--- config.mk ---
export PLATFORM = sky130hd
export DESIGN_NAME = lti_blend
export DESIGN_NICKNAME = d
export VERILOG_FILES = /design/src/lti_pkg.sv /design/src/lti_blend.sv
export SDC_FILE = /design/constraint.sdc
export NUM_CORES = 2
export LEC_CHECK = 0
export ABC_CLOCK_PERIOD_IN_PS = 20200
export BUFFER_PORTS_ARGS = -buffer_cell sky130_fd_sc_hd__buf_4
export CAP_MARGIN = 10
export CORE_MARGIN = 2
export CORE_UTILIZATION = 45
export DETAILED_ROUTE_END_ITERATION = 16
export PLACE_DENSITY = 0.66
export SETUP_SLACK_MARGIN = 0.05
export SYNTH_ARGS = -nofsm -noshare
export SYNTH_HDL_FRONTEND = slang
export SYNTH_SLANG_ARGS = --single-unit
--- constraint.sdc ---
create_clock -name clk -period 20.2 [get_ports clk]
set_input_delay 3.03 -clock clk [delete_from_list [all_inputs] [get_ports clk]]
set_output_delay 3.03 -clock clk [all_outputs]
set_load 0.005 [all_outputs]
--- src/lti_pkg.sv ---
`timescale 1ns / 1ps
// ----------------------------------------------------------------------------
// lti_pkg
// Shared types and constants of the 3d lut tetrahedral interpolation unit.
// ----------------------------------------------------------------------------
package lti_pkg;

	// fixed field widths
	localparam int SIZE_W   = 5;
	localparam int INDEX_W  = 13;
	localparam int RECIP_W  = 24;
	localparam int FRAC_W   = 16;
	localparam int WEIGHT_W = 17;
	localparam int PADDR_W  = 5;
	localparam int PDATA_W  = 32;
	localparam int FRAC_ONE = 65536;

	// command codes
	typedef enum logic {
		CMD_WRITE = 1'b0,
		CMD_PIXEL = 1'b1
	} cmd_t;

	// register indexes
	typedef enum logic [2:0] {
		REG_SIZE  = 3'd0,
		REG_LOW_R = 3'd1,
		REG_LOW_G = 3'd2,
		REG_LOW_B = 3'd3,
		REG_RCP_R = 3'd4,
		REG_RCP_G = 3'd5,
		REG_RCP_B = 3'd6
	} reg_idx_t;

	// per stage load enables
	typedef struct packed {
		logic s9;
		logic s8;
		logic s7;
		logic s6;
		logic s5;
		logic s4;
		logic s3;
		logic s2;
		logic s1;
	} stage_en_t;

endpackage

--- src/lti_blend.sv ---
`timescale 1ns / 1ps
// ----------------------------------------------------------------------------
// lti_blend
// One output channel, stages eight and nine: weight the four vertices, sum,
// round half up and saturate.
// ----------------------------------------------------------------------------
module lti_blend #(
	parameter int CHANNEL_BITS = 20
) (
	input  logic                                   clk,
	input  lti_pkg::stage_en_t                     en,
	input  logic [3:0][lti_pkg::WEIGHT_W-1:0]      weight,
	input  logic [3:0][CHANNEL_BITS-1:0]           vertex,
	output logic signed [CHANNEL_BITS-1:0]         result
);
	import lti_pkg::*;

	localparam int PROD_W = CHANNEL_BITS + WEIGHT_W + 1;
	localparam int ACC_W  = PROD_W + 2;
	localparam int Q_W    = ACC_W - FRAC_W;

	logic signed [3:0][PROD_W-1:0] prod_s8;
	logic signed [CHANNEL_BITS-1:0] result_s9;

	logic signed [ACC_W-1:0] acc;
	logic signed [Q_W-1:0]   q;
	logic signed [Q_W-1:0]   q_hi;
	logic signed [Q_W-1:0]   q_lo;

	// sum, round and saturate; each product is sign extended
	always_comb begin
		acc = ACC_W'(signed'(prod_s8[0])) + ACC_W'(signed'(prod_s8[1]))
			+ ACC_W'(signed'(prod_s8[2])) + ACC_W'(signed'(prod_s8[3]))
			+ ACC_W'(1 << (FRAC_W - 1));
		q    = acc[ACC_W-1:FRAC_W];
		q_hi = Q_W'({1'b0, {(CHANNEL_BITS-1){1'b1}}});
		q_lo = -q_hi - Q_W'(1);
	end

	always_ff @(posedge clk) begin
		if (en.s8) begin
			for (int k = 0; k < 4; k++) begin
				prod_s8[k] <= PROD_W'(signed'({1'b0, weight[k]}))
					* PROD_W'(signed'(vertex[k]));
			end
		end
		if (en.s9) begin
			if (q > q_hi) begin
				result_s9 <= q_hi[CHANNEL_BITS-1:0];
			end else if (q < q_lo) begin
				result_s9 <= q_lo[CHANNEL_BITS-1:0];
			end else begin
				result_s9 <= q[CHANNEL_BITS-1:0];
			end
		end
	end

	assign result = result_s9;

endmodule
Word level (Yosys, flattened, before mapping)
Index checks and enable logic that the tools add are counted.
Storage, ports and cells
  register bits after elaboration: 172
  input bits: 158
  output and inout bits: 20
  logic and storage cells: 16
Operators by class
  add/sub/neg operators: 4
  $mul: 4
  magnitude comparators: 2
  muxes and demuxes: 1
Operators by type and width (count)
  $mul A18 B20 Y38: 4
  $add A39 B38 Y40: 1
  $add A40 B17 Y40 const B: 1
  $add A40 B38 Y40: 1
  $add A38 B38 Y39: 1
  $gt A24 B20 Y1 const B: 1
  $lt A24 B20 Y1 const B: 1
  $mux W20: 1

Depth between registers and ports, before layout
  word-level depth: 6
  gate-level depth with buffers: 26
  depth with buffers taken out: 25

Worst setup path before layout
Ideal clock, no wire load.
  kind: input-to-reg
  start: in vertex[7] in the netlist's numbering
  end: reg prod_s8[34] in the netlist's numbering (data pin)
  library setup time: 0.259 ns
  data arrival time: 9.025 ns
  data required time: 19.941 ns
  slack: 10.916 ns
  stages: 25
  buffers on the path: 1
  path through: clkbuf_1 -> nand2_1 -> fa_1 -> inv_1 -> fa_1 -> inv_1 -> fa_1 -> inv_1 -> fa_1 -> fa_1 -> inv_1 -> fa_1 -> inv_1 -> ha_1 -> a21o_1 -> a21o_1 -> a21oi_1 -> o221ai_1 -> a2111o_1 -> o21a_1 -> a31o_1 -> a221o_1 -> a21o_1 -> a21oi_2 -> xnor2_1
On the way
  cells in the longest elaborated chain, start to end: 1
Ends and longest elaborated chain
  start: declaration: RTL line lti_blend.sv:13  | input logic [3:0][CHANNEL_BITS-1:0] vertex,
  $mul A18 B20 Y38: RTL line lti_blend.sv:44  | * PROD_W'(signed'(vertex[k]));
  end signal: indexed assignment: RTL line lti_blend.sv:43  | prod_s8[k] <= PROD_W'(signed'({1'b0, weight[k]}))
  end: declaration: RTL line lti_blend.sv:22  | logic signed [3:0][PROD_W-1:0] prod_s8;
No other way between the ends.
A chain may end at the register's enable or synchronous reset.

Worst setup path after layout
  start: in weight[54] in the netlist's numbering
  end: reg prod_s8[150] in the netlist's numbering (data pin)
On the way
  cells in the longest elaborated chain, start to end: 1
Ends and longest elaborated chain
  start: declaration: RTL line lti_blend.sv:12  | input logic [3:0][lti_pkg::WEIGHT_W-1:0] weight,
  $mul A18 B20 Y38: RTL line lti_blend.sv:44
No other way between the ends.

==> results.txt <==
At the pin with the least slew margin, the transition time is 971 ps. The synthesized area came out at 58,900 µm². The number of clock sinks is 172.

The routed design could run at a clock period as short as 9610 ps. The core box area is 130,000 µm². The max-capacitance violation count came out at 0.

The launch instance of the worst register-to-register path is prod_s8[14]. The accumulated negative setup slack is 0 ps. In this run the most critical hold path is launched from prod_s8[151]. The class of the most critical setup path is in -> reg. The insertion delay to the later sink of the worst-skew pair is 450 ps. The post-layout net count is 8,247.

For this run, the top clock speed supported by timing is 104 MHz. The mean instance size in the synthesized netlist came out at 9.45 µm². The xor and xnor fraction of the mapped netlist area is 2.54%. Clock tree synthesis inserted a total of 17 buffers. In the synthesized netlist the dominant register cell turns out to be sky130_fd_sc_hd__edfxtp_1. The worst hold path belongs to the class reg -> reg.

The fraction of synthesized cell area taken by the top area cell type came out at 48.9%. For hold timing, the worst endpoint is result[19]. In the layout the commonest cells are sky130_fd_sc_hd__inv_1, sky130_fd_sc_hd__fa_1, sky130_fd_sc_hd__nand2_1. Entering global routing, the biggest net connects 101 pins. The count of buffers from port buffering is 170. The number of rows created at floorplan came out at 132. After detailed routing, the wire length on met1 is 57,400 µm. The library cell used most frequently in the layout, excluding fill and tap cells, is sky130_fd_sc_hd__inv_1. For this block, the routed nets add up to 136,000 µm of wire. The total routing resource utilization after global routing is 21.4%.

In this run the vertical extent of the chip is 366 µm. The worst hold slack after final layout is 1100 ps. The post-synthesis share of cell area spent on and, or, nand and nor gates came out at 13.3%. The initial antenna violation count came to 2.

The relative slew slack is 35.3%. On the final layout, the worst clock skew is 16.7 ps. The buffer depth of the longest clock path is 2. The number of remaining DRC errors is 0. Counting every net in the synthesized netlist gives 8,280.

The area share of fa/ha/maj cells after synthesis is 58.5%. Gates resized during post-CTS repair numbered 0. The post-route clock period utilization came out at 47.6%. The number of levels the H-tree was split into came out at 4. Clock tree synthesis selected as its root buffer the cell sky130_fd_sc_hd__clkbuf_16. The number of buffers inserted by post-CTS setup repair is 0. The top routing layer in use is met5.

The number of global-route vias before repair is 44,300. At the end of routability-driven placement, the weighted congestion stood at 0.861. The area growth from synthesis to layout is 5.51%. The clock-pin slew on the worst setup and hold paths came out at 80 ps. The number of I/O pins came out at 178. The via count of the routed design is 40,200.

Counting cells, the worst reg-to-reg path comes to 17. In this run the critical register-to-register path is captured at result[9]. The post-synthesis async set-or-reset flop share came out at 0%. The final number of hold-violating endpoints came to 0. The utilization of the core after routing came out at 47.9%. The die is 366 µm wide.

The number of hold-repair buffers added at the cts stage is 0. The number of unique standard cell types used by synthesis came out at 66. Counting tap cells, the placed design contains a total of 7,923 instances. The total met3 wirelength after detailed routing is 7630 µm.

The number of vias per cell after detailed routing came out at 5.05. In the final routed layout, each cell accounts on average for 17.2 µm. The effective utilization at floorplan came out at 45.4%. Setup repair after global routing left no endpoint under its margin. The arrival time at the worst endpoint is 9790 ps. The total overflow left after global routing is 0. The number of instances on the worst hold path came out at 3. The die area is 134,000 µm².

In this run, synthesis produced a sequential element count of 172. TritonCTS built the clock tree. The part of the Yosys area used for sequential elements came out at 8.77%. The number of pins exceeding their max-slew limit in the final report is 0. The wire length of the first global-routing pass is 230,000 µm. The worst endpoint required time is 20,380 ps.

In the post-synthesis netlist, the biggest area contributors are sky130_fd_sc_hd__fa_1, sky130_fd_sc_hd__inv_1, sky130_fd_sc_hd__ha_1. The reg2reg setup slack is 14,180 ps. The kind of launch point of the worst setup path is a primary input. For this block, the initial DRC count from the detailed router was 2,335. The count of synthesis-stage warnings from yosys came out at 0.

After legalization and detailed placement, the total HPWL measured 112,000 µm. The post-synthesis mux area share is 0.0340%. Setup violations remaining at the end of the flow were counted as 0. By area, the combinational part of the netlist is dominated by adder cells. The number of synthesized flops with an enable pin is 172. The share of cells above drive strength 1 is 3.51%. The cell taking the most area after synthesis is sky130_fd_sc_hd__fa_1. The compound-cell area share of the yosys netlist is 4.32%. Of all nets on the critical path, the largest fanout is 20. The post-detailed-route count of antenna-violating nets is 0.

The number of optimization iterations in the first detailed-route pass came out at 6. The flow ran to the end, and the final reports show no timing, DRC or antenna violations. The number of non-filler instances in the completed layout came out at 7,956. The gate count after technology mapping came out at 6,233. STA classifies the critical path endpoint as a flip-flop. Wire segments on met2 add up to 68,600 µm in the final route.
-- Yosys cell counts (3+ instances only) --
cell type / instances
sky130_fd_sc_hd__a2111oi_0: 4
sky130_fd_sc_hd__a211oi_1: 7
sky130_fd_sc_hd__a21boi_0: 6
sky130_fd_sc_hd__a21o_1: 74
sky130_fd_sc_hd__a21oi_1: 124
sky130_fd_sc_hd__a221o_1: 3
sky130_fd_sc_hd__a221oi_1: 4
sky130_fd_sc_hd__a31oi_1: 7
sky130_fd_sc_hd__a41oi_1: 6
sky130_fd_sc_hd__and2_1: 575
sky130_fd_sc_hd__and3_1: 13
sky130_fd_sc_hd__buf_1: 4
sky130_fd_sc_hd__clkbuf_1: 217
sky130_fd_sc_hd__edfxtp_1: 172
sky130_fd_sc_hd__fa_1: 1440
sky130_fd_sc_hd__ha_1: 449
sky130_fd_sc_hd__inv_1: 1745
sky130_fd_sc_hd__nand2_1: 855
sky130_fd_sc_hd__nand2b_1: 20
sky130_fd_sc_hd__nand3_1: 27
sky130_fd_sc_hd__nand4_1: 12
sky130_fd_sc_hd__nor2_1: 75
sky130_fd_sc_hd__nor2b_1: 26
sky130_fd_sc_hd__nor3_1: 17
sky130_fd_sc_hd__o2111ai_1: 3
sky130_fd_sc_hd__o211ai_1: 5
sky130_fd_sc_hd__o21a_1: 15
sky130_fd_sc_hd__o21ai_0: 54
sky130_fd_sc_hd__o21ai_1: 33
sky130_fd_sc_hd__o21bai_1: 18
sky130_fd_sc_hd__o311ai_1: 3
sky130_fd_sc_hd__o31ai_1: 4
sky130_fd_sc_hd__or3_1: 4
sky130_fd_sc_hd__xnor2_1: 136
sky130_fd_sc_hd__xor2_1: 35
-- state kept, by name, summed over array words and instances (netlist names) --
signal,count
result,20
prod_s8,152
-- cells by family after synthesis --
family,Yosys count
compound gates,397
xor+xnor,171
fa+ha+maj,1889
buf+inv,1970
flops,172
mux,2
simple gates,1632
-- cell type report --
class | instances | area (µm²)
repair buffers | 171 | 1290
inverters | 1747 | 6560
clock buffers | 17 | 425
diodes | 1 | 2.50
well taps | 1742 | 2180
flip-flops and latches | 172 | 5160
multi-input cells | 4091 | 46400
clock inverters | 15 | 196
fillers | 12200 | 67500
-- per-stage QoR --
step	cell area, µm²	worst slack [ps]
floorplan	58900	10920
global placement	61500	10240
CTS	62200	10630
finish	62200	10590
detailed placement	61500	10240
global route	62200	10360
-- per-layer routing --
layer	GRT usage, %	vias up
li1	-	18000
met1	28.6	20900
met2	37.4	1101
met3	2.67	196
met4	4.44	2
met5	0	-
-- worst max path at each step --
stage | start | endpoint | slack (ps) | depth (start not counted)
floorplan | vertex[7] | prod_s8[34] | 10920 | 25
global placement | weight[57] | prod_s8[150] | 10240 | 23
detailed placement | weight[54] | prod_s8[150] | 10240 | 22
finish | weight[54] | prod_s8[150] | 10590 | 22
CTS | weight[54] | prod_s8[150] | 10630 | 22
global route | weight[55] | prod_s8[150] | 10360 | 22
-- worst max-delay path: stages --
cell and delay (ps):
sky130_fd_sc_hd__buf_4 270, sky130_fd_sc_hd__nand2_1 140, sky130_fd_sc_hd__fa_1 530, sky130_fd_sc_hd__fa_1 580
sky130_fd_sc_hd__fa_1 460, sky130_fd_sc_hd__fa_1 550, sky130_fd_sc_hd__inv_1 50, sky130_fd_sc_hd__fa_1 480
sky130_fd_sc_hd__inv_1 50, sky130_fd_sc_hd__fa_1 500, sky130_fd_sc_hd__inv_1 50, sky130_fd_sc_hd__ha_1 330
sky130_fd_sc_hd__a21o_1 180, sky130_fd_sc_hd__a21oi_1 150, sky130_fd_sc_hd__a21boi_0 120, sky130_fd_sc_hd__a311oi_1 640
sky130_fd_sc_hd__o21ai_1 310, sky130_fd_sc_hd__a31oi_1 420, sky130_fd_sc_hd__a21oi_1 200, sky130_fd_sc_hd__nand2_1 130
sky130_fd_sc_hd__o21ai_0 120, sky130_fd_sc_hd__xor2_1 470
Power is left out: the tool's default activity adds up to more than one toggle a clock period on the data nets, which glitch-free logic cannot reach.
