**config.mk**
```make
export PLATFORM = sky130hd
export DESIGN_NAME = lti_axis
export DESIGN_NICKNAME = d
export VERILOG_FILES = /design/src/lti_pkg.sv /design/src/lti_axis.sv
export SDC_FILE = /design/constraint.sdc
export NUM_CORES = 1
export LEC_CHECK = 0
export ABC_AREA = 1
export BUFFER_PORTS_ARGS = -buffer_cell sky130_fd_sc_hd__buf_2
export CAP_MARGIN = 10
export CORE_ASPECT_RATIO = 1.2
export CORE_UTILIZATION = 59
export DETAILED_ROUTE_END_ITERATION = 16
export GPL_TIMING_DRIVEN = 0
export PLACE_DENSITY = 0.88
export SLEW_MARGIN = 5
export SYNTH_ARGS = -nofsm -noshare
export SYNTH_HDL_FRONTEND = slang
export SYNTH_SLANG_ARGS = --single-unit
```
**constraint.sdc**
```tcl
create_clock -name clk -period 6.92 [get_ports clk]
set_clock_uncertainty 0.2 [all_clocks]
set_input_delay 0.346 -clock clk [delete_from_list [all_inputs] [get_ports clk]]
set_output_delay 0.346 -clock clk [all_outputs]
set_load 0.05 [all_outputs]
```
**src/lti_pkg.sv**
```systemverilog
`timescale 1ns / 1ps
// ----------------------------------------------------------------------------
// lti_pkg
// Shared types and constants of the 3d lut tetrahedral interpolation unit.
// ----------------------------------------------------------------------------
package lti_pkg;

	// fixed field widths
	localparam int SIZE_W   = 5;
	localparam int INDEX_W  = 13;
	localparam int RECIP_W  = 24;
	localparam int FRAC_W   = 16;
	localparam int WEIGHT_W = 17;
	localparam int PADDR_W  = 5;
	localparam int PDATA_W  = 32;
	localparam int FRAC_ONE = 65536;

	// command codes
	typedef enum logic {
		CMD_WRITE = 1'b0,
		CMD_PIXEL = 1'b1
	} cmd_t;

	// register indexes
	typedef enum logic [2:0] {
		REG_SIZE  = 3'd0,
		REG_LOW_R = 3'd1,
		REG_LOW_G = 3'd2,
		REG_LOW_B = 3'd3,
		REG_RCP_R = 3'd4,
		REG_RCP_G = 3'd5,
		REG_RCP_B = 3'd6
	} reg_idx_t;

	// per stage load enables
	typedef struct packed {
		logic s9;
		logic s8;
		logic s7;
		logic s6;
		logic s5;
		logic s4;
		logic s3;
		logic s2;
		logic s1;
	} stage_en_t;

endpackage

```
**src/lti_axis.sv**
```systemverilog
`timescale 1ns / 1ps
// ----------------------------------------------------------------------------
// lti_axis
// One channel of lattice coordinate mapping, stages one to four: offset,
// scale by reciprocal span, clamp to unit range, scale to lattice cells.
// ----------------------------------------------------------------------------
module lti_axis #(
	parameter int CHANNEL_BITS = 20
) (
	input  logic                               clk,
	input  lti_pkg::stage_en_t                 en,
	input  logic signed [CHANNEL_BITS-1:0]     pixel,
	input  logic signed [CHANNEL_BITS-1:0]     low,
	input  logic [lti_pkg::RECIP_W-1:0]        recip,
	input  logic [lti_pkg::SIZE_W-1:0]         size,
	input  logic [lti_pkg::SIZE_W-1:0]         size_m1,
	output logic [lti_pkg::SIZE_W-1:0]         lo,
	output logic [lti_pkg::SIZE_W-1:0]         hi,
	output logic [lti_pkg::FRAC_W-1:0]         fr
);
	import lti_pkg::*;

	localparam int DIFF_W = CHANNEL_BITS + 1;
	localparam int PROD_W = DIFF_W + RECIP_W + 1;
	localparam int SH_W   = PROD_W - FRAC_W;
	localparam int POS_W  = WEIGHT_W + SIZE_W;

	logic signed [DIFF_W-1:0] diff_s1;
	logic signed [PROD_W-1:0] prod_s2;
	logic [WEIGHT_W-1:0]      unit_s3;
	logic [SIZE_W-1:0]        lo_s4;
	logic [SIZE_W-1:0]        hi_s4;
	logic [FRAC_W-1:0]        fr_s4;

	logic [SH_W-1:0]     shifted;
	logic [WEIGHT_W-1:0] unit_next;
	logic [POS_W-1:0]    pos;
	logic [SIZE_W-1:0]   lo_next;
	logic [SIZE_W:0]     lo_inc;

	// clamp scaled value to [0, one]
	always_comb begin
		shifted = prod_s2[PROD_W-1:FRAC_W];
		if (prod_s2 < 0) begin
			unit_next = '0;
		end else if (shifted > SH_W'(FRAC_ONE)) begin
			unit_next = WEIGHT_W'(FRAC_ONE);
		end else begin
			unit_next = shifted[WEIGHT_W-1:0];
		end
	end

	// cell position, lower and upper index
	always_comb begin
		pos     = POS_W'(unit_s3) * POS_W'(size_m1);
		lo_next = pos[FRAC_W +: SIZE_W];
		lo_inc  = {1'b0, lo_next} + 1'b1;
	end

	always_ff @(posedge clk) begin
		if (en.s1) begin
			diff_s1 <= DIFF_W'(pixel) - DIFF_W'(low);
		end
		if (en.s2) begin
			prod_s2 <= PROD_W'(diff_s1) * PROD_W'(signed'({1'b0, recip}));
		end
		if (en.s3) begin
			unit_s3 <= unit_next;
		end
		if (en.s4) begin
			lo_s4 <= lo_next;
			fr_s4 <= pos[FRAC_W-1:0];
			hi_s4 <= (lo_inc < {1'b0, size}) ? lo_inc[SIZE_W-1:0] : lo_next;
		end
	end

	assign lo = lo_s4;
	assign hi = hi_s4;
	assign fr = fr_s4;

endmodule

```
[Word level (Yosys, flattened, before mapping)]
Cells that the tools add are included.
Word-level totals
  output and inout port bits: 26
  RAM bits: 0
  bits in latches: 0
  bits in registers: 110
  memory bits (read-only): 0
  word-level logic and storage cells: 17
  memories: 0
Cells by class
  add/sub/neg operators: 2
  shifts and indexed selects: 0
  reductions and logical operators: 1
  order comparisons: 3
  $mul: 2
  equal/unequal tests: 0
  mux-type cells: 2
  bitwise gates (word level): 0
  divide/modulo/power cells: 0
Operator list (number)
  $lt 46x1->1 const B: 1
  $mul 21x25->46: 1
  $gt 30x17->1 const B: 1
  $mul 17x5->21: 1
  $sub 20x20->21: 1
  $mux 17: 1
  $add 5x1->6 const B: 1
  $lt 6x5->1: 1
  $mux 5: 1
  $reduce_or 2->1: 1

[Logic depth before layout (Yosys ltp)]
Gate-level depths: netlist of the first run.
  depth after elaboration: 4
  gate-level depth with buffers: 32

[Worst setup path before layout of the first run]
OpenSTA, ideal clock, no wires.
  path type: reg2reg
  from: register diff_s1[6]
  to: register prod_s2[35], data pin
  stages on the path, launching flop included: 25
  period minus slack after synthesis: 6200 ps
  data arrival time: 5738 ps
  library setup time: 262 ps
  buffers on the path: 1
  slack: 720 ps
  path through: edfxtp_1 -> clkbuf_1 -> nand2_1 -> fa_1 -> inv_1 -> fa_1 -> inv_1 -> fa_1 -> inv_1 -> fa_1 -> fa_1 -> fa_1 -> inv_1 -> fa_1 -> inv_1 -> ha_1 -> nand2_1 -> nor2_1 -> inv_1 -> nor2_1 -> inv_1 -> nor3_1 -> a211oi_1 -> o21ai_1 -> xor2_1
On the way
  longest elaborated chain between the ends: 1
RTL lines
  start, declared: RTL line lti_axis.sv:28  | logic signed [DIFF_W-1:0] diff_s1;
  start signal, assigned: RTL line lti_axis.sv:62  | diff_s1 <= DIFF_W'(pixel) - DIFF_W'(low);
  $mul 21x25->46: RTL line lti_axis.sv:65  | prod_s2 <= PROD_W'(diff_s1) * PROD_W'(signed'({1'b0, recip}));
  end signal, assigned: RTL line lti_axis.sv:65
  end, declared: RTL line lti_axis.sv:29  | logic signed [PROD_W-1:0] prod_s2;
Every way passes these cells.
A chain may end at the register's enable or synchronous reset.

[Worst setup path in the final report of the first run]
  from: input port recip[20] (netlist name)
  to: register prod_s2[39], data pin
On the way
  longest elaborated chain between the ends: 1
RTL lines
  start, declared: RTL line lti_axis.sv:14  | input logic [lti_pkg::RECIP_W-1:0] recip,
  $mul 21x25->46: RTL line lti_axis.sv:65
Every way passes these cells.

==> impl_metrics.tcl, run 1 <==
set metrics [dict create \
    most-common-layout-cells "inv_1, nand2_1, fa_1, ha_1, nor2_1" \
    maxSlewHeadroom_pct 34.8 \
    worst_slack_ns 0.00635 \
    antenna_found_initial 1 \
    ys_warn_count 0 \
    crit_path_end_kind "register" \
    setup_viol_count_final 0 \
    reg2reg_from "diff_s1[17]" \
    cp_max_fo 10 \
    cts.hold.buffers_added 0 \
    whs_ns 0.167 \
    r2r-end "prod_s2[40]" \
    drv_cap 0 \
    ant_nets 0 \
    slew_violations 0 \
    syn_area_mm2 0.0244 \
    grt_pass1_vias 21500 \
    avgViaCountPerCell 5.42 \
    cpPeakStageDelay_ns 0.73 \
    drtIter0Drc 1478 \
    cts-root-buf "clkbuf_16" \
    die_w_um 188 \
    min_path_type "primary input to register" \
    synth.distinct_cells 42 \
    dpl.hpwl_mm 55.2 \
    gp_congestion 1.04 \
    grt_max_degree 31 \
    wire_per_inst_um 17.8 \
    critPathLaunch "recip[20]" \
    met1_usage_pct 34.8 \
    io_buffers 99 \
    diodes 0 \
    crit_path_start_kind "primary input" \
    ys_ff_latch 94 \
    drc_errors 0 \
    wl_mm 66.9 \
    path_class "primary input to register" \
    fin_crit_sh_pct 99.9 \
    final_layout_size_suffix_gt1_share_pct 8.52 \
    start_util_pct 59.8 \
    grt_use_met3_pct 6.73 \
    max_freq_mhz 145 \
    use_met2_pct 57.2 \
    ios 110 \
    synth_top_area_share_pct 37.7 \
    final_common_cell "inv_1" \
    clock_path_buffers 2 \
    synth_fp_nets 3846 \
    finalNetCount 3987 \
    cpMostUsedCell "fa_1" \
    critPathArrivalTime_ns 6.83 \
    synthToLayoutAreaGrowth_pct 7.83 \
    min-delay-start "low[0]" \
    cp-endpoint "prod_s2[39]" \
    synth_area_leader_cell "fa_1" \
    worstRegToRegCells 20 \
    crit_chain "buf_2 -> clkbuf_1 -> nand2_1 -> fa_1 -> inv_1 -> fa_1 -> fa_1 -> fa_1 -> fa_1 -> fa_1 -> inv_1 -> fa_1 -> inv_1 -> ha_1 -> nand2_1 -> nand2_1 -> a31oi_1 -> o21bai_1 -> a31oi_1 -> nand3_1 -> xor2_1" \
    rsz0062_at_grt "yes" \
    overflow 0 \
    die-area_mm2 0.0422 \
    fill_cells 3238 \
    cp_data_required_time_ns 6.84 \
    numCtsBuffers 9 \
    outcome "finished clean" \
    design.core.area_mm2 0.0408 \
    drtPass1Iterations 7 \
    critPathSlowestCell "clkbuf_1" \
    grt_first_pass_wirelength_mm 106 \
    num_vias 20300 \
    dpl_worst_slack_ns -0.635 \
    ys_seq_area_share_pct 11.6 \
    cts_tree "yes" \
    ys_top_cells_by_area "fa_1, inv_1, nand2_1, ha_1, edfxtp_1" \
    avgSynthCellArea_um2 7.96 \
    grt_use_total_pct 32.7 \
    htreeDepth 3 \
    hold_viol 0 \
    clock_sinks 94 \
    fin_crit_ns 6.91 \
    insertion_delay_ns 0.39 \
    synth_cells 3069 \
    grt-busiest-layer "met2" \
    reg2reg_setup_slack_ns 0.04 \
    row_count 81 \
    fp.dieH_um 225 \
    clk_pin_slew_ns 0.08 \
    worst_slew_pin_slew_ns 0.978 \
]
worst max-delay path, delay by kind of cell:
family          cells  cell delay [ns]
simple gates        4             0.61
fa+ha+maj           8             3.93
xor+xnor            1             0.21
compound gates      3             0.73
buf+inv             5             1.00
routing by layer:
| metal | wire length (um) | vias to the layer above |
|---|---|---|
| met5 | 0 | - |
| met4 | 5760 | 0 |
| met3 | 6540 | 371 |
| met2 | 32300 | 1226 |
| met1 | 22300 | 9612 |
| li1 | - | 9135 |
layout make-up:
class / instances / area, um2 / area share [%]
flip-flops and latches: 94 / 2820 / 10.7
repair buffers: 133 / 751 / 2.85
clock inverters: 7 / 86.3 / 0.328
clock buffers: 9 / 225 / 0.855
inverters: 919 / 3450 / 13.1
plain buffers: 99 / 503 / 1.91
well taps: 539 / 674 / 2.56
multi-input cells: 1954 / 17800 / 67.7
state kept, by name, indices dropped and copies added (netlist names):
name     cells
diff_s1     21
lo           5
hi           5
unit_s3     17
fr          16
prod_s2     30
synth_stat cells:
cell,count
nor2_2,12
inv_1,905
and2_1,1
o211ai_1,1
nand4_1,8
nor3_1,7
and3_1,3
buf_2,1
nor4_1,4
nand2_1,790
buf_6,1
edfxtp_1,94
ha_1,233
o21a_1,5
a31oi_1,9
a21oi_2,4
o21ai_2,2
o21bai_1,7
o211a_1,1
o31a_1,1
fa_1,460
xor2_1,41
buf_1,1
o2111ai_1,1
nand2_4,4
o21ai_1,14
a21boi_0,2
a21o_1,7
nor2_4,3
nand2_2,11
a21oi_1,86
nand3_1,40
inv_2,13
a211oi_1,6
clkinv_1,1
o21ai_0,37
or2_2,11
or4_1,1
clkbuf_1,99
nor2_1,117
xnor2_1,24
o31ai_1,1
cells by family after synthesis:
kind of cell	after synthesis	synth area share, %
adder cells (fa/ha/maj)	693	49.6
AND/OR/NAND/NOR	1012	16.5
buffers and inverters	1021	15.7
flip-flops	94	11.6
XOR/XNOR	65	2.33
AO/OA/AOI/OAI	184	4.26
metrics by stage:
| stage | cells | cell area (um2) | setup TNS (ns) | util, % |
|---|---|---|---|---|
| after floorplan | 3069 | 24400 | 0 | - |
| after global placement | 3707 | 25600 | -6.83 | 62.7 |
| after detailed placement | 3707 | 25600 | -8.26 | 62.7 |
| after CTS | 3733 | 26100 | 0 | 63.8 |
| after global routing | 3754 | 26400 | -0.435 | 64.5 |
| final | 3754 | 26400 | 0 | 64.5 |
worst min-delay path by stage:
stage / end / depth (start not counted)
6_report: diff_s1[0] / 3
5_1_grt: diff_s1[0] / 3
4_1_cts: diff_s1[0] / 3
3_5_place_dp: unit_s3[8] / 2
3_3_place_gp: unit_s3[9] / 2
2_1_floorplan: diff_s1[0] / 0
repair_timing:
action                                 in CTS  in global routing
gates resized for setup                    44                103
buffers inserted                           10                 24
endpoints found under the hold margin       0                  0
setup endpoints to repair                  23                 23
pin swaps                                   0                  2
Power of run 1 is left out: the tool's default activity adds up to more than one toggle a clock period on the data nets, which glitch-free logic cannot reach.
==> inputs of run 2 (changes only) <==
- GPL_TIMING_DRIVEN: 0 -> default
==> impl_metrics.tcl, run 2 (synthesis results as in run 1) <==
set metrics [dict create \
    num_vias 19900 \
    finalNetCount 3939 \
    drtIter0Drc 1507 \
    io_buffers 104 \
    wl_mm 58.4 \
    clock_path_buffers 2 \
    crit_path_end_kind "register" \
    htreeDepth 3 \
    grt_use_total_pct 28.7 \
    whs_endpoint "diff_s1[0]" \
    avgViaCountPerCell 5.37 \
    fp.dieH_um 225 \
    antenna_found_initial 1 \
    clock_sinks 94 \
    cts-root-buf "clkbuf_16" \
    setup_viol_count_final 0 \
    final_layout_size_suffix_gt1_share_pct 8.27 \
    maxSlewHeadroom_pct 42.1 \
    critPathArrivalTime_ns 6.69 \
    row_count 81 \
    max_freq_mhz 148 \
    synthToLayoutAreaGrowth_pct 7.39 \
    crit_path_start_kind "register" \
    die-area_mm2 0.0422 \
    wire_per_inst_um 15.8 \
    cp_max_fo 10 \
    drc_errors 0 \
    drtPass1Iterations 12 \
    numCtsBuffers 9 \
    gp_congestion 0.947 \
    whs_ns 0.168 \
    dpl.hpwl_mm 48.4 \
    worstRegToRegCells 24 \
    fin_crit_ns 6.77 \
    worst_slew_pin_slew_ns 0.869 \
    die_w_um 188 \
    ant_nets 0 \
    cts.hold.buffers_added 0 \
    clk_pin_slew_ns 0.07 \
    cts_tree "yes" \
    grt_pass1_vias 21300 \
    ios 110 \
    r2r-end "prod_s2[42]" \
    insertion_delay_ns 0.37 \
    reg_top3 "prod_s2: 30 flops, diff_s1: 21 flops, unit_s3: 17 flops" \
    fin_crit_sh_pct 97.8 \
    reg2reg_from "diff_s1[14]" \
    largest_reg_flops 30 \
    reg2reg_setup_slack_ns 0.15 \
    grt_max_degree 31 \
    min_path_type "primary input to register" \
    design.core.area_mm2 0.0408 \
    min-delay-start "low[0]" \
    top_register "prod_s2" \
    start_util_pct 59.8 \
    path_class "register to register" \
    slew_violations 0 \
    final_common_cell "inv_1" \
    grt_first_pass_wirelength_mm 97.0 \
    most-common-layout-cells "inv_1, nand2_1, fa_1, ha_1, nor2_1" \
    overflow 0 \
    outcome "finished clean" \
    cp_data_required_time_ns 6.84 \
    hold_viol 0 \
    min_path_cells 3 \
    drv_cap 0 \
    diodes 0 \
]
run 2: cell types whose count changed in the layout (fill, tap and decap cells not counted), moves of 7 or more:
cell and change:
buf_12 +7, buf_4 +33, clkbuf_2 -21, clkbuf_4 -13, clkbuf_1 -47
run 2: how the worst max path moves through the flow:
stage | startpoint | endpoint | cells past startpoint
floorplan | diff_s1[6] | prod_s2[35] | 24
global placement | diff_s1[3] | prod_s2[44] | 23
detailed placement | diff_s1[3] | prod_s2[44] | 23
CTS | diff_s1[4] | prod_s2[34] | 24
global route | diff_s1[14] | prod_s2[34] | 24
finish | diff_s1[14] | prod_s2[42] | 24
run 2: per-layer routing:
metal	global-route usage, %	vias up	routed length (um)
met5	0	-	11
met4	14.7	2	3270
met3	4.45	291	4650
met2	53.2	996	30100
met1	31.9	9596	20400
li1	-	9027	-
run 2: metrics by stage:
stage	area [um2]	setup TNS [ns]	instances	util [%]	worst slack (ns)
floorplan	24400	0	3069	-	0.720
global placement	25700	0	3668	62.9	0.241
detailed placement	25700	0	3668	62.9	0.169
CTS	26000	0	3684	63.6	0.0131
global route	26200	-0.358	3706	64.2	-0.157
finish	26200	0	3706	64.2	0.150
run 2: critical path: stages (launching register included):
cell and delay (ns):
edfxtp_1 0.64, nand2_1 0.13, fa_1 0.51, inv_1 0.08, fa_1 0.55, inv_1 0.07
fa_1 0.54, inv_1 0.06, fa_1 0.50, fa_1 0.43, fa_1 0.52, inv_1 0.06
fa_1 0.49, inv_1 0.05, ha_1 0.35, a21oi_2 0.16, inv_1 0.06, a21oi_2 0.18
inv_1 0.07, a21oi_1 0.16, o21ai_0 0.14, nor2_1 0.19, buf_4 0.18, o21ai_1 0.08
xor2_1 0.15
run 2: area by class of cell:
type / count / area [um2]
clock buffers: 9 / 225
clock inverters: 7 / 81.3
fillers: 3145 / 14600
inverters: 919 / 3450
multi-input cells: 1954 / 17800
flip-flops and latches: 94 / 2820
well taps: 539 / 674
repair buffers: 184 / 1210
run 2: timing repair:
action                                  4_1_cts  5_1_grt
setup buffers                                 0       22
endpoints found under the setup margin        0       21
resized for setup                             0        2
Power of run 2 is left out for the same reason.
