===== src/lti_pkg.sv =====
`timescale 1ns / 1ps
// ----------------------------------------------------------------------------
// lti_pkg
// Shared types and constants of the 3d lut tetrahedral interpolation unit.
// ----------------------------------------------------------------------------
package lti_pkg;

	// fixed field widths
	localparam int SIZE_W   = 5;
	localparam int INDEX_W  = 13;
	localparam int RECIP_W  = 24;
	localparam int FRAC_W   = 16;
	localparam int WEIGHT_W = 17;
	localparam int PADDR_W  = 5;
	localparam int PDATA_W  = 32;
	localparam int FRAC_ONE = 65536;

	// command codes
	typedef enum logic {
		CMD_WRITE = 1'b0,
		CMD_PIXEL = 1'b1
	} cmd_t;

	// register indexes
	typedef enum logic [2:0] {
		REG_SIZE  = 3'd0,
		REG_LOW_R = 3'd1,
		REG_LOW_G = 3'd2,
		REG_LOW_B = 3'd3,
		REG_RCP_R = 3'd4,
		REG_RCP_G = 3'd5,
		REG_RCP_B = 3'd6
	} reg_idx_t;

	// per stage load enables
	typedef struct packed {
		logic s9;
		logic s8;
		logic s7;
		logic s6;
		logic s5;
		logic s4;
		logic s3;
		logic s2;
		logic s1;
	} stage_en_t;

endpackage


===== src/lti_addr.sv =====
`timescale 1ns / 1ps
// ----------------------------------------------------------------------------
// lti_addr
// Tetrahedron choice and vertex addressing, stages five and six: orders the
// fractions, forms the four weights and the four lattice addresses.
// ----------------------------------------------------------------------------
module lti_addr #(
	parameter int ADDR_W = 13
) (
	input  logic                                          clk,
	input  lti_pkg::stage_en_t                            en,
	input  logic [2:0][lti_pkg::SIZE_W-1:0]               lo,
	input  logic [2:0][lti_pkg::SIZE_W-1:0]               hi,
	input  logic [2:0][lti_pkg::FRAC_W-1:0]               fr,
	input  logic [lti_pkg::SIZE_W-1:0]                    size,
	output logic [3:0][ADDR_W-1:0]                        addr,
	output logic [3:0][lti_pkg::WEIGHT_W-1:0]             weight
);
	import lti_pkg::*;

	// vertex select bits: bit 0 red, bit 1 green, bit 2 blue, set means upper
	logic [2:0]                sel_a;
	logic [2:0]                sel_b;
	logic [3:0][WEIGHT_W-1:0]  w_next;
	logic [3:0][ADDR_W-1:0]    row_next;
	logic [3:0][2:0]           vsel;
	logic [WEIGHT_W-1:0]       f0;
	logic [WEIGHT_W-1:0]       f1;
	logic [WEIGHT_W-1:0]       f2;
	logic [WEIGHT_W-1:0]       one;

	logic [3:0][WEIGHT_W-1:0]  w_s5;
	logic [2:0]                sel_a_s5;
	logic [2:0]                sel_b_s5;
	logic [3:0][ADDR_W-1:0]    row_s5;
	logic [SIZE_W-1:0]         rlo_s5;
	logic [SIZE_W-1:0]         rhi_s5;
	logic [3:0][ADDR_W-1:0]    addr_s6;
	logic [3:0][WEIGHT_W-1:0]  w_s6;

	// pick the tetrahedron from the fraction order
	always_comb begin
		f0  = WEIGHT_W'(fr[0]);
		f1  = WEIGHT_W'(fr[1]);
		f2  = WEIGHT_W'(fr[2]);
		one = WEIGHT_W'(FRAC_ONE);
		if (f0 >= f1) begin
			if (f1 >= f2) begin
				sel_a  = 3'b001;
				sel_b  = 3'b011;
				w_next = {f2, f1 - f2, f0 - f1, one - f0};
			end else if (f0 >= f2) begin
				sel_a  = 3'b001;
				sel_b  = 3'b101;
				w_next = {f1, f2 - f1, f0 - f2, one - f0};
			end else begin
				sel_a  = 3'b100;
				sel_b  = 3'b101;
				w_next = {f1, f0 - f1, f2 - f0, one - f2};
			end
		end else begin
			if (f2 >= f1) begin
				sel_a  = 3'b100;
				sel_b  = 3'b110;
				w_next = {f0, f1 - f0, f2 - f1, one - f2};
			end else if (f2 >= f0) begin
				sel_a  = 3'b010;
				sel_b  = 3'b110;
				w_next = {f0, f2 - f0, f1 - f2, one - f1};
			end else begin
				sel_a  = 3'b010;
				sel_b  = 3'b011;
				w_next = {f2, f0 - f2, f1 - f0, one - f1};
			end
		end
	end

	// row term blue*size+green for each blue/green choice
	always_comb begin
		for (int k = 0; k < 4; k++) begin
			row_next[k] = ADDR_W'(k[1] ? hi[2] : lo[2]) * ADDR_W'(size)
				+ ADDR_W'(k[0] ? hi[1] : lo[1]);
		end
	end

	assign vsel = {3'b111, sel_b_s5, sel_a_s5, 3'b000};

	always_ff @(posedge clk) begin
		if (en.s5) begin
			w_s5     <= w_next;
			sel_a_s5 <= sel_a;
			sel_b_s5 <= sel_b;
			row_s5   <= row_next;
			rlo_s5   <= lo[0];
			rhi_s5   <= hi[0];
		end
		if (en.s6) begin
			w_s6 <= w_s5;
			for (int v = 0; v < 4; v++) begin
				addr_s6[v] <= row_s5[vsel[v][2:1]] * ADDR_W'(size)
					+ ADDR_W'(vsel[v][0] ? rhi_s5 : rlo_s5);
			end
		end
	end

	assign addr   = addr_s6;
	assign weight = w_s6;

endmodule


===== config.mk =====
export PLATFORM = sky130hd
export DESIGN_NAME = lti_addr
export DESIGN_NICKNAME = d
export VERILOG_FILES = /design/src/lti_pkg.sv /design/src/lti_addr.sv
export SDC_FILE = /design/constraint.sdc
export NUM_CORES = 1
export LEC_CHECK = 0
export BUFFER_PORTS_ARGS = -buffer_cell sky130_fd_sc_hd__buf_4
export CELL_PAD_IN_SITES_DETAIL_PLACEMENT = 2
export CELL_PAD_IN_SITES_GLOBAL_PLACEMENT = 2
export CORE_MARGIN = 2
export CORE_UTILIZATION = 25
export CTS_CLUSTER_DIAMETER = 60
export DETAILED_ROUTE_END_ITERATION = 16
export MAX_ROUTING_LAYER = met4
export PLACE_DENSITY_LB_ADDON = 0.3
export SETUP_SLACK_MARGIN = 0.15
export SKIP_CTS_REPAIR_TIMING = 1
export SYNTH_ARGS = -nofsm -noshare
export SYNTH_HDL_FRONTEND = slang
export SYNTH_SLANG_ARGS = --single-unit

===== constraint.sdc =====
create_clock -name clk -period 8.2 [get_ports clk]
set_clock_uncertainty 0.2 [all_clocks]
set_input_delay 0.41 -clock clk [delete_from_list [all_inputs] [get_ports clk]]
set_output_delay 0.41 -clock clk [all_outputs]
set_load 0.02 [all_outputs]

== After elaboration in Yosys (flattened, before gate mapping) ==
Cells that the tools add are included.

* Register bits: 256
* Output and inout port bits: 120

* Add/subtract/negate cells: 17
* Multiply operators: 6
* $lt $le $gt $ge: 7
* Muxes and demuxes: 19

{| class="wikitable"
|+ Operator list
! operator !! count
|-
| 2-to-1 mux 67 bit || 3
|-
| subtractor 16 x 16 -> 17 bit || 6
|-
| greater-or-equal comparator 16 bit || 5
|-
| 2-to-1 mux 68 bit || 1
|-
| adder 13 x 5 -> 13 bit || 4
|-
| binary-select mux 13 bit (select 2 bit) || 2
|-
| multiplier 13 x 5 -> 13 bit || 4
|-
| 2-to-1 mux 51 bit || 1
|-
| subtractor 17 x 16 -> 17 bit, first input constant || 3
|-
| adder 10 x 5 -> 11 bit || 4
|-
| 2-to-1 mux 13 bit || 2
|-
| 2-to-1 mux 3 bit || 8
|-
| multiplier 5 x 5 -> 10 bit || 2
|-
| 2-to-1 mux 5 bit || 2
|-
| less-than comparator 2 x 3 -> 1 bit, second input constant || 2
|}

== Longest topological paths before layout ==
Gate-level depths: netlist of run 1.

* Word-level depth: 4
* Gate-level depth with buffers: 18
* Gate-level depth less buffers: 17

== Worst setup path after synthesis of run 1 ==
No wires, ideal clock.

* Kind: register to register
* From: register sel_a_s5[2]
* To: register addr_s6 (netlist bit addr[25]) (data pin)
* Setup time: 0.260 ns
* Arrival time: 4.303 ns
* Required time: 7.740 ns
* Setup slack: 3.437 ns
* Stages on the path, launching flop included: 17
* Path through: edfxtp_1 -> clkbuf_1 -> mux4_2 -> nand2_1 -> fa_1 -> fa_1 -> fa_1 -> inv_1 -> ha_1 -> a21o_1 -> a21oi_1 -> o21bai_1 -> a21oi_1 -> o21ai_0 -> a21o_1 -> a21oi_1 -> xnor2_1

* Cells in the longest elaborated chain, start to end: 4

{| class="wikitable"
|+ Ends and longest elaborated chain
! element !! line !! RTL
|-
| start, declared || lti_addr.sv:33 || <nowiki>logic [2:0] sel_a_s5;</nowiki>
|-
| start signal, assigned || lti_addr.sv:91 || <nowiki>sel_a_s5 <= sel_a;</nowiki>
|-
| binary-select mux 13 bit (select 2 bit) || lti_addr.sv:100 || <nowiki>addr_s6[v] <= row_s5[vsel[v][2:1]] * ADDR_W'(size)</nowiki>
|-
| 2-to-1 mux 13 bit (not written as such) || lti_addr.sv:100 ||
|-
| multiplier 13 x 5 -> 13 bit || lti_addr.sv:100 ||
|-
| adder 13 x 5 -> 13 bit || lti_addr.sv:101 || <nowiki>+ ADDR_W'(vsel[v][0] ? rhi_s5 : rlo_s5);</nowiki>
|-
| end signal, assigned by index || lti_addr.sv:100 ||
|-
| end, declared || lti_addr.sv:38 || <nowiki>logic [3:0][ADDR_W-1:0] addr_s6;</nowiki>
|}

Every way passes these cells. The select of a mux whose other input is x is not followed.
A chain may end at the register's enable or synchronous reset.

==> reports/qor.csv, run 1 <==
stage,metric,value,unit
critical_path,data arrival time of the worst path,5620,ps
cells_and_area,most frequent cells in the layout,"inv_1 (274), edfxtp_1 (246), ha_1 (243)",
yosys,Ys Warns,0,
cells_and_area,"most common cell after layout, fill and taps aside",inv_1,
status,status,finished with violations,
floorplan,I/O pin count,213,
yosys,Most used DFF post-synth,edfxtp_1,
yosys,Synth Cell Area,25120,µm²
floorplan,Die Ht,321.0,µm
detailed_routing,DRC,0,
clock_tree,number of buffers created by CTS,40,
timing,Fin. Hold Viols,1,
yosys,sequential cell area fraction in the yosys report,29.41,%
detailed_routing,Pre-antenna DRT Iters,5,
critical_path,cell at the slowest stage of the critical path,inv_2,
global_route,largest net degree at the start of global routing,79,
global_route,first-pass GRT wire length,150700,µm
power,leakage power,12.43,nW
timing,final worst-path cycle share,66.73,%
floorplan,Initial Utilization,25.15,%
cells_and_area,share of cells above drive strength 1,12.88,%
floorplan,num rows,116,
critical_path,R2R depth,15,
clock_tree,clock slew seen by the registers of the worst setup and hold paths,60,ps
clock_tree,CTS root buf,clkbuf_16,
critical_path,"Buf+Inv Stages, Crit Path",6,
critical_path,CP Launch Type,input pin,
yosys,"flops & latches, synth",246,
power,PwrDens,347.4,nW/µm²
global_route,Tot GR Track Use,20.16,%
worst_hold_path,worst hold start,fr[19],
floorplan,die area,103000,µm²
detailed_routing,vias per std cell,5.070,
detailed_routing,DR vias,20680,
run,max-cap violations,0,
timing,worst hold margin,-0.1569,ps
global_route,vias in the first global route,22780,
timing,Worst-Margin Slew,1109,ps
cells_and_area,fin nets,3232,
critical_path,CP endpoint kind,flip-flop,
worst_hold_path,hold path cells,3,
clock_tree,clk buf depth,3,
critical_path,Worst path top cell family by delay,buffers and inverters,
timing,Final Max Slew Viols,0,
clock_tree,clk_lat worst skew,630,ps
detailed_routing,wire per inst,24.96,µm
detailed_routing,1st-iter DRT viols,1149,
yosys,Post-synth EDFFs,246,
critical_path,Worst R2R Setup Slack,2810,ps
timing,Max Fclk,182.8,MHz
critical_path,crit path max fanout,20,
critical_path,worst r2r src,sel_b_s5[1]$_SDFFCE_PP1P_,
power,Power Total,0.01019,W
global_route,GR Overflow Total,0,
critical_path,crit-path cells,dlygate4sd3_1 > buf_4 > inv_1 > ha_1 > o21a_1 > o31a_1 > o31a_1 > o21ai_1 > o211a_2 > buf_4 > nand3_2 > inv_2 > nor3_1 > a221o_1 > dlygate4sd3_1,
place,port buffer count,204,
clock_tree,CTS tree,built,
status,failing checks,negative hold slack,
critical_path,FF-to-FF End,addr[38]$_DFFE_PP_,
critical_path,WS Path Type,input pin to flip-flop,
yosys,syn_nets,3064,
clock_tree,H-tree levels,2,
timing,Worst slew margin,25.77,%
floorplan,Die X,321.0,µm
critical_path,worst stage delay on the critical path,590,ps
yosys,"FFs w/ async S/R, synth",0,%
clock_tree,# clock sinks,246,
critical_path,CP Data Required Time,8350,ps
global_route,initial antenna violation count,0,
worst_hold_path,hold-critical path endpoint,w_s5[54]$_DFFE_PP_,
floorplan,Core Footprint,99860,µm²
detailed_routing,"wirelength, routed",101800,µm
timing,setup_tns,0,ps
timing,final setup violation count,0,
power,maximum VDD drop,175.0,µV
yosys,Synth cell types,87,
critical_path,crit path from,fr[3],
place,hpwl dp,80730,µm
yosys,Post-Syn Instances,2580,
worst_hold_path,HP Class,input pin to flip-flop,
detailed_routing,final antenna-violating net count,0,
cells_and_area,synth-to-layout area growth,16.77,%
timing,RSZ-0062 raised after global routing,false,
yosys,average cell area after synthesis,9.735,µm²
timing,minimum clock period,5472,ps
place,Placer Congestion,0.9311,
[metal layers]
metal / global-route usage (%) / up-vias / routed length (µm)
met5: - / - / 0
met4: 7.144 / 0 / 3570
met3: 2.021 / 142 / 4047
met2: 34.87 / 484 / 51160
met1: 24.39 / 10720 / 43010
li1: - / 9331 / -
[area by class of cell]
type,count,area (µm²)
fillers,11090,70530
repair buffers,235,1817
flip-flops and latches,246,7387
multi-input cells,1947,16190
clock buffers,44,1016
inverters,278,1044
diodes,1,2.502
clock inverters,29,247.7
well taps,1298,1624
[Yosys cell counts (all sizes together), types with 18 or more instances]
cell	instances	share of area [%]
o21a	22	0.66
and2	174	4.3
o21bai	38	1.1
xor2	51	1.8
a211oi	20	0.62
edfxtp	246	29
nand3	36	0.74
mux2i	46	1.8
nand2	204	3.1
xnor2	141	4.9
mux4	22	2.0
nor2	106	1.7
fa	148	12
o211ai	18	0.56
a21oi	154	3.1
a22oi	21	0.63
inv	278	4.2
nor2b	26	0.65
clkbuf	61	0.91
a31oi	22	0.69
a21o	47	1.4
nor3	69	1.4
o21ai	130	2.6
buf	48	1.1
ha	243	12
[how the worst max path moves through the flow]
| stage | cells after the start | end |
|---|---|---|
| 5_1_grt | 15 | addr[38]$_DFFE_PP_ |
| 6_report | 15 | w_s5[0]$_DFFE_PP_ |
| 2_1_floorplan | 16 | addr[25]$_DFFE_PP_ |
| 4_1_cts | 15 | addr[38]$_DFFE_PP_ |
| 3_5_place_dp | 15 | addr[38]$_DFFE_PP_ |
| 3_3_place_gp | 15 | addr[25]$_DFFE_PP_ |
[per-stage QoR]
stage	std cells	setup slack (ps)	utilization, %	area [µm²]	hold WS (ps)
after global routing	4077	2494	29.37	29330	9.722
after CTS	4059	2747	29.19	29150	-263.9
after global placement	3986	2780	27.92	27880	203.2
after floorplan	2580	3437	-	25120	200.3
after detailed placement	3986	2769	27.92	27880	207.0
final	4078	2728	29.37	29330	-0.1569
[cells by family after synthesis]
family	after synthesis	share of synthesized area, %
compound gates	562	14.49
buf+inv	387	6.212
simple gates	718	14.80
flops	246	29.41
mux	83	4.478
xor+xnor	192	6.695
fa+ha+maj	391	23.90
other cells	1	0.01493
[flip-flops by register name, indices dropped and copies added (netlist names)]
name	flops
rhi_s5	5
weight	67
addr	52
row_s5	44
rlo_s5	5
sel_b_s5	3
w_s5	67
sel_a_s5	3
[worst reg2reg max path: cells and delay by family (launching register included)]
family	cells	cell delay, ps
adder cells (fa/ha/maj)	5	1740
AO/OA/AOI/OAI	7	1360
flip-flops	1	820
multiplexers	1	700
AND/OR/NAND/NOR	1	220
XOR/XNOR	1	80
[power breakdown]
group	internal (W)	switching, W	total (W)
sequential	0.00205	0.000216	0.00227
combinational	0.00264	0.00367	0.00631
clock	0.000924	0.000685	0.00161
(Power assumes the default switching activity.)
==> run 2: changes to the inputs <==
clock period = 4.4 ns   (was 8.2 ns; I/O delays follow)
==> reports/qor.csv, run 2 (synthesized netlist as in run 1, its figures left out) <==
stage,metric,value,unit
status,status,finished with violations,
status,failing checks,negative setup slack,
critical_path,Worst R2R Setup Slack,-160,ps
critical_path,CP Data Required Time,4530,ps
critical_path,data arrival time of the worst path,4700,ps
worst_hold_path,HP Class,input pin to flip-flop,
clock_tree,CTS root buf,clkbuf_16,
worst_hold_path,hold path cells,3,
clock_tree,CTS tree,built,
floorplan,Core Footprint,99860,µm²
place,area post-placement,29830,µm²
critical_path,WS Path Type,flip-flop to flip-flop,
timing,Final Max Slew Viols,0,
clock_tree,clk buf depth,3,
power,PwrDens,698.2,nW/µm²
timing,Fin. Hold Viols,0,
power,leakage power,13.81,nW
floorplan,num rows,116,
critical_path,worst stage delay on the critical path,570,ps
timing,Worst-Margin Slew,858.8,ps
cells_and_area,most frequent cells in the layout,"buf_4 (445), inv_1 (267), edfxtp_1 (246)",
global_route,largest net degree at the start of global routing,71,
critical_path,CP Launch Type,flip-flop,
timing,minimum clock period,4563,ps
power,Sw Pwr,0.009452,W
detailed_routing,wire per inst,24.46,µm
detailed_routing,DR vias,21630,
critical_path,cell at the slowest stage of the critical path,mux4_2,
floorplan,Initial Utilization,25.15,%
global_route,vias in the first global route,24220,
timing,worst hold margin,4.911,ps
power,clock share of power,14.3,%
power,Cell Int Power,0.01289,W
critical_path,crit-path cells,buf_12 > mux4_2 > and2_1 > fa_1 > fa_1 > inv_1 > fa_1 > inv_1 > ha_4 > inv_1 > o21bai_2 > a21oi_2 > buf_4 > a311o_1,
power,combinational power share,67.1,%
timing,final worst-path setup slack,-163.0,ps
timing,Max Fclk,219.2,MHz
run,max-cap violations,0,
critical_path,FF-to-FF End,addr[24]$_DFFE_PP_,
power,maximum VDD drop,406.3,µV
detailed_routing,"wirelength, routed",106300,µm
critical_path,R2R depth,14,
floorplan,Die X,321.0,µm
timing,Worst slew margin,42.61,%
global_route,GR Overflow Total,0,
worst_hold_path,hold-critical path endpoint,w_s5[54]$_DFFE_PP_,
cells_and_area,share of cells above drive strength 1,22.38,%
timing,RSZ-0062 raised after global routing,true,
cells_and_area,Final Instance Area,31990,µm²
global_route,first-pass GRT wire length,156900,µm
critical_path,crit path max fanout,11,
worst_hold_path,worst hold start,fr[35],
cells_and_area,Inserted Diodes,0,
clock_tree,H-tree levels,2,
detailed_routing,final antenna-violating net count,0,
clock_tree,number of buffers created by CTS,41,
detailed_routing,1st-iter DRT viols,1002,
clock_tree,# clock sinks,246,
detailed_routing,DRC,0,
power,switching share of power,42.31,%
place,port buffer count,204,
cells_and_area,synth-to-layout area growth,27.38,%
cells_and_area,"most common cell after layout, fill and taps aside",buf_4,
timing,final setup violation count,4,
clock_tree,clock slew seen by the registers of the worst setup and hold paths,60,ps
power,Sequential Power Share,18.5,%
global_route,initial antenna violation count,0,
timing,final worst-path cycle share,103.7,%
floorplan,Die Ht,321.0,µm
place,Placer Congestion,0.9320,
cells_and_area,fin nets,3500,
critical_path,CP endpoint kind,flip-flop,
global_route,Tot GR Track Use,21.02,%
floorplan,die area,103000,µm²
detailed_routing,vias per std cell,4.978,
critical_path,worst r2r src,sel_a_s5[1]$_SDFFCE_PN0P_,
place,hpwl dp,88010,µm
clock_tree,clk_lat worst skew,580,ps
detailed_routing,Pre-antenna DRT Iters,4,
floorplan,I/O pin count,213,
## run 2: cell types whose count changed in the layout (fill, tap and decap cells not counted), sizes merged
| cell | before | now |
|---|---|---|
| buf | 217 | 465 |
| dlygate4sd3 | 18 | 37 |
| clkbuf | 44 | 48 |
| clkinv | 16 | 12 |
| inv | 289 | 285 |
| bufinv | 0 | 3 |
| clkinvlp | 2 | 5 |
| diode | 1 | 0 |
## run 2: power by group through the flow
| stage | clock (W) | combinational [W] | sequential [W] |
|---|---|---|---|
| after floorplan | 0 | 0.00847 | 0.00444 |
| after CTS | 0.00333 | 0.0142 | 0.00416 |
| after detailed placement | 0 | 0.0141 | 0.00421 |
| after global placement | 0 | 0.0135 | 0.00419 |
| after global routing | 0.00341 | 0.0167 | 0.00420 |
| final | 0.00320 | 0.0150 | 0.00414 |
## run 2: final cells by class
cell class                 instances  area, µm²
multi-input combinational       1947      16560
clock buffer                      48       1095
inverter                         278       1046
fill                           11000      67860
tap                             1298       1624
sequential                       246       7387
timing repair buffer             502       4015
clock inverter                    27      262.8
## run 2: worst max-delay path by stage
stage                              end                 startpoint  slack (ps)  cells after the start
floorplan           addr[25]$_DFFE_PP_  sel_a_s5[1]$_SDFFCE_PN0P_          80                     16
global placement    addr[25]$_DFFE_PP_  sel_a_s5[1]$_SDFFCE_PN0P_        -120                     16
detailed placement  addr[25]$_DFFE_PP_  sel_a_s5[1]$_SDFFCE_PN0P_        -220                     16
CTS                 addr[25]$_DFFE_PP_  sel_a_s5[1]$_SDFFCE_PN0P_        -230                     16
global route        addr[24]$_DFFE_PP_  sel_a_s5[1]$_SDFFCE_PN0P_        -380                     17
finish              addr[24]$_DFFE_PP_  sel_a_s5[1]$_SDFFCE_PN0P_        -160                     14
## run 2: metrics by stage
step                util (%)  std cells  power [W]  setup WS [ps]  TNS (ps)
floorplan                  -       2580    0.01291          79.08         0
global placement       29.88       4213    0.01767         -121.6    -276.2
detailed placement     29.88       4213    0.01833         -216.2    -936.8
CTS                    31.24       4288    0.02172         -227.6     -1077
global route           32.04       4346    0.02431         -382.6     -2069
finish                 32.04       4346    0.02234         -163.0    -483.3
## run 2: critical path: cells and delay by family (launching register included)
kind | cells | cell delay [ps]
mux | 1 | 570
fa+ha+maj | 4 | 1890
flops | 1 | 390
buf+inv | 5 | 480
simple gates | 1 | 210
compound gates | 3 | 580
## run 2: per-layer routing
metal,up-vias,GRT usage (%),wire length (µm)
met5,-,-,0
met4,0,5.711,2724
met3,110,2.122,3379
met2,439,37.88,55270
met1,11200,24.81,44940
li1,9880,-,-
==> run 3: changes to the inputs <==
clock period = 5.01 ns   (was 4.4 ns; I/O delays follow)
==> reports/qor.csv, run 3 (synthesized netlist as in run 1, its figures left out) <==
stage,metric,value,unit
status,status,finished with violations,
status,failing checks,negative hold slack,
cells_and_area,Fillers,11040,
timing,RSZ-0062 raised after global routing,true,
clock_tree,CTS tree,built,
clock_tree,clk_lat worst skew,620,ps
run,max-cap violations,0,
place,Placer Congestion,0.9493,
place,port buffer count,204,
power,leakage power,13.03,nW
cells_and_area,"most common cell after layout, fill and taps aside",buf_4,
global_route,vias in the first global route,23520,
timing,Fin. Hold Viols,4,
power,maximum VDD drop,322.2,µV
detailed_routing,DRC,0,
global_route,first-pass GRT wire length,155500,µm
detailed_routing,"wirelength, routed",105900,µm
cells_and_area,fin nets,3358,
floorplan,Initial Utilization,25.15,%
timing,final setup violation count,0,
critical_path,WS Path Type,input pin to flip-flop,
timing,minimum clock period,4781,ps
worst_hold_path,HP Class,input pin to flip-flop,
clock_tree,CTS root buf,clkbuf_16,
detailed_routing,1st-iter DRT viols,1140,
detailed_routing,final antenna-violating net count,0,
floorplan,Core Footprint,99860,µm²
timing,worst hold margin,-51.10,ps
floorplan,I/O pin count,213,
detailed_routing,vias per std cell,5.040,
critical_path,CP endpoint kind,flip-flop,
cells_and_area,most frequent cells in the layout,"buf_4 (318), inv_1 (273), edfxtp_1 (246)",
clock_tree,number of buffers created by CTS,38,
timing,Final Max Slew Viols,0,
floorplan,Die X,321.0,µm
place,area post-placement,28670,µm²
critical_path,crit path max fanout,18,
floorplan,die area,103000,µm²
timing,Worst-Margin Slew,1096,ps
floorplan,num rows,116,
clock_tree,clk buf depth,3,
global_route,Tot GR Track Use,20.88,%
detailed_routing,wire per inst,25.21,µm
critical_path,crit-path cells,dlygate4sd3_1 > buf_4 > ha_1 > o21a_1 > o31a_1 > o31a_1 > o21ai_1 > o211a_2 > nor2_4 > buf_4 > a22oi_1 > dlygate4sd3_1 > o21ai_0 > dlygate4sd3_1,
critical_path,data arrival time of the worst path,4930,ps
detailed_routing,DR vias,21180,
floorplan,Die Ht,321.0,µm
critical_path,CP dominant cell by count,dlygate4sd3_1,
cells_and_area,area of the multi-input gates,16260,µm²
clock_tree,# clock sinks,246,
detailed_routing,Pre-antenna DRT Iters,5,
timing,setup_tns,0,ps
cells_and_area,share of cells above drive strength 1,16.54,%
critical_path,CP Data Required Time,5160,ps
critical_path,cell at the slowest stage of the critical path,o211a_2,
clock_tree,H-tree levels,2,
power,PwrDens,574.6,nW/µm²
global_route,GR Overflow Total,0,
place,hpwl dp,85930,µm
clock_tree,clock slew seen by the registers of the worst setup and hold paths,60,ps
global_route,largest net degree at the start of global routing,84,
timing,final worst-path cycle share,95.43,%
cells_and_area,Final Instance Area,30470,µm²
critical_path,CP Launch Type,input pin,
timing,Worst slew margin,26.53,%
global_route,initial antenna violation count,1,
cells_and_area,register area,7387,µm²
timing,Max Fclk,209.2,MHz
critical_path,worst stage delay on the critical path,610,ps
cells_and_area,synth-to-layout area growth,21.32,%
[run 3: per-stage QoR]
step | util [%] | hold WS (ps) | setup slack, ps | instances | total power [W]
floorplan | - | 149.4 | 247.4 | 2580 | 0.01091
global placement | 28.71 | 203.9 | 56.93 | 4084 | 0.01422
detailed placement | 28.71 | 205.6 | -14.23 | 4084 | 0.01473
CTS | 29.98 | -407.3 | -25.06 | 4152 | 0.01755
global route | 30.51 | 7.445 | 25.52 | 4200 | 0.01909
finish | 30.52 | -51.10 | 229.0 | 4202 | 0.01751
[run 3: worst paths after layout]
kind,from,end,slack (ps),depth (start not counted)
worst min register to register,w_s5[29]$_DFFE_PP_,weight[29]$_DFFE_PP_,220,0
worst max-delay path,fr[18],w_s5[54]$_DFFE_PP_,230,14
worst max register to register,sel_b_s5[1]$_SDFFCE_PP1P_,addr[38]$_DFFE_PP_,290,17
worst min-delay path,fr[13],w_s5[64]$_DFFE_PP_,-50,3
[run 3: layout make-up]
| class | count | share of cell area [%] |
|---|---|---|
| multi-input cells | 1947 | 53.36 |
| clock inverters | 26 | 0.9937 |
| flip-flops and latches | 246 | 24.24 |
| diodes | 2 | 0.01642 |
| inverters | 278 | 3.424 |
| well taps | 1298 | 5.330 |
| repair buffers | 363 | 9.460 |
| clock buffers | 42 | 3.170 |
[run 3: layer usage]
layer  GRT usage (%)  vias to the layer above  share of wire [%]  routed length [µm]
met5               -                        -                  0                   0
met4           6.906                        0                3.3                3444
met3           1.675                      125                3.0                3188
met2           36.59                      426                 51               53770
met1           25.32                    11030                 43               45520
li1                -                     9594                  -                   -
[run 3: power breakdown]
group / leakage (nW) / total (W) / internal, W / switching [W]
logic: 10.0 / 0.0112 / 0.00481 / 0.00635
registers: 2.40 / 0.00366 / 0.00336 / 0.000297
clock network: 0.608 / 0.00269 / 0.00159 / 0.00111
total: 13.0 / 0.0175 / 0.00975 / 0.00776
[run 3: critical path, delay by kind of cell]
kind                     cells  cell delay (ps)
AND/OR/NAND/NOR              1               80
adder cells (fa/ha/maj)      1              420
buffers and inverters        5             2140
AO/OA/AOI/OAI                7             2030
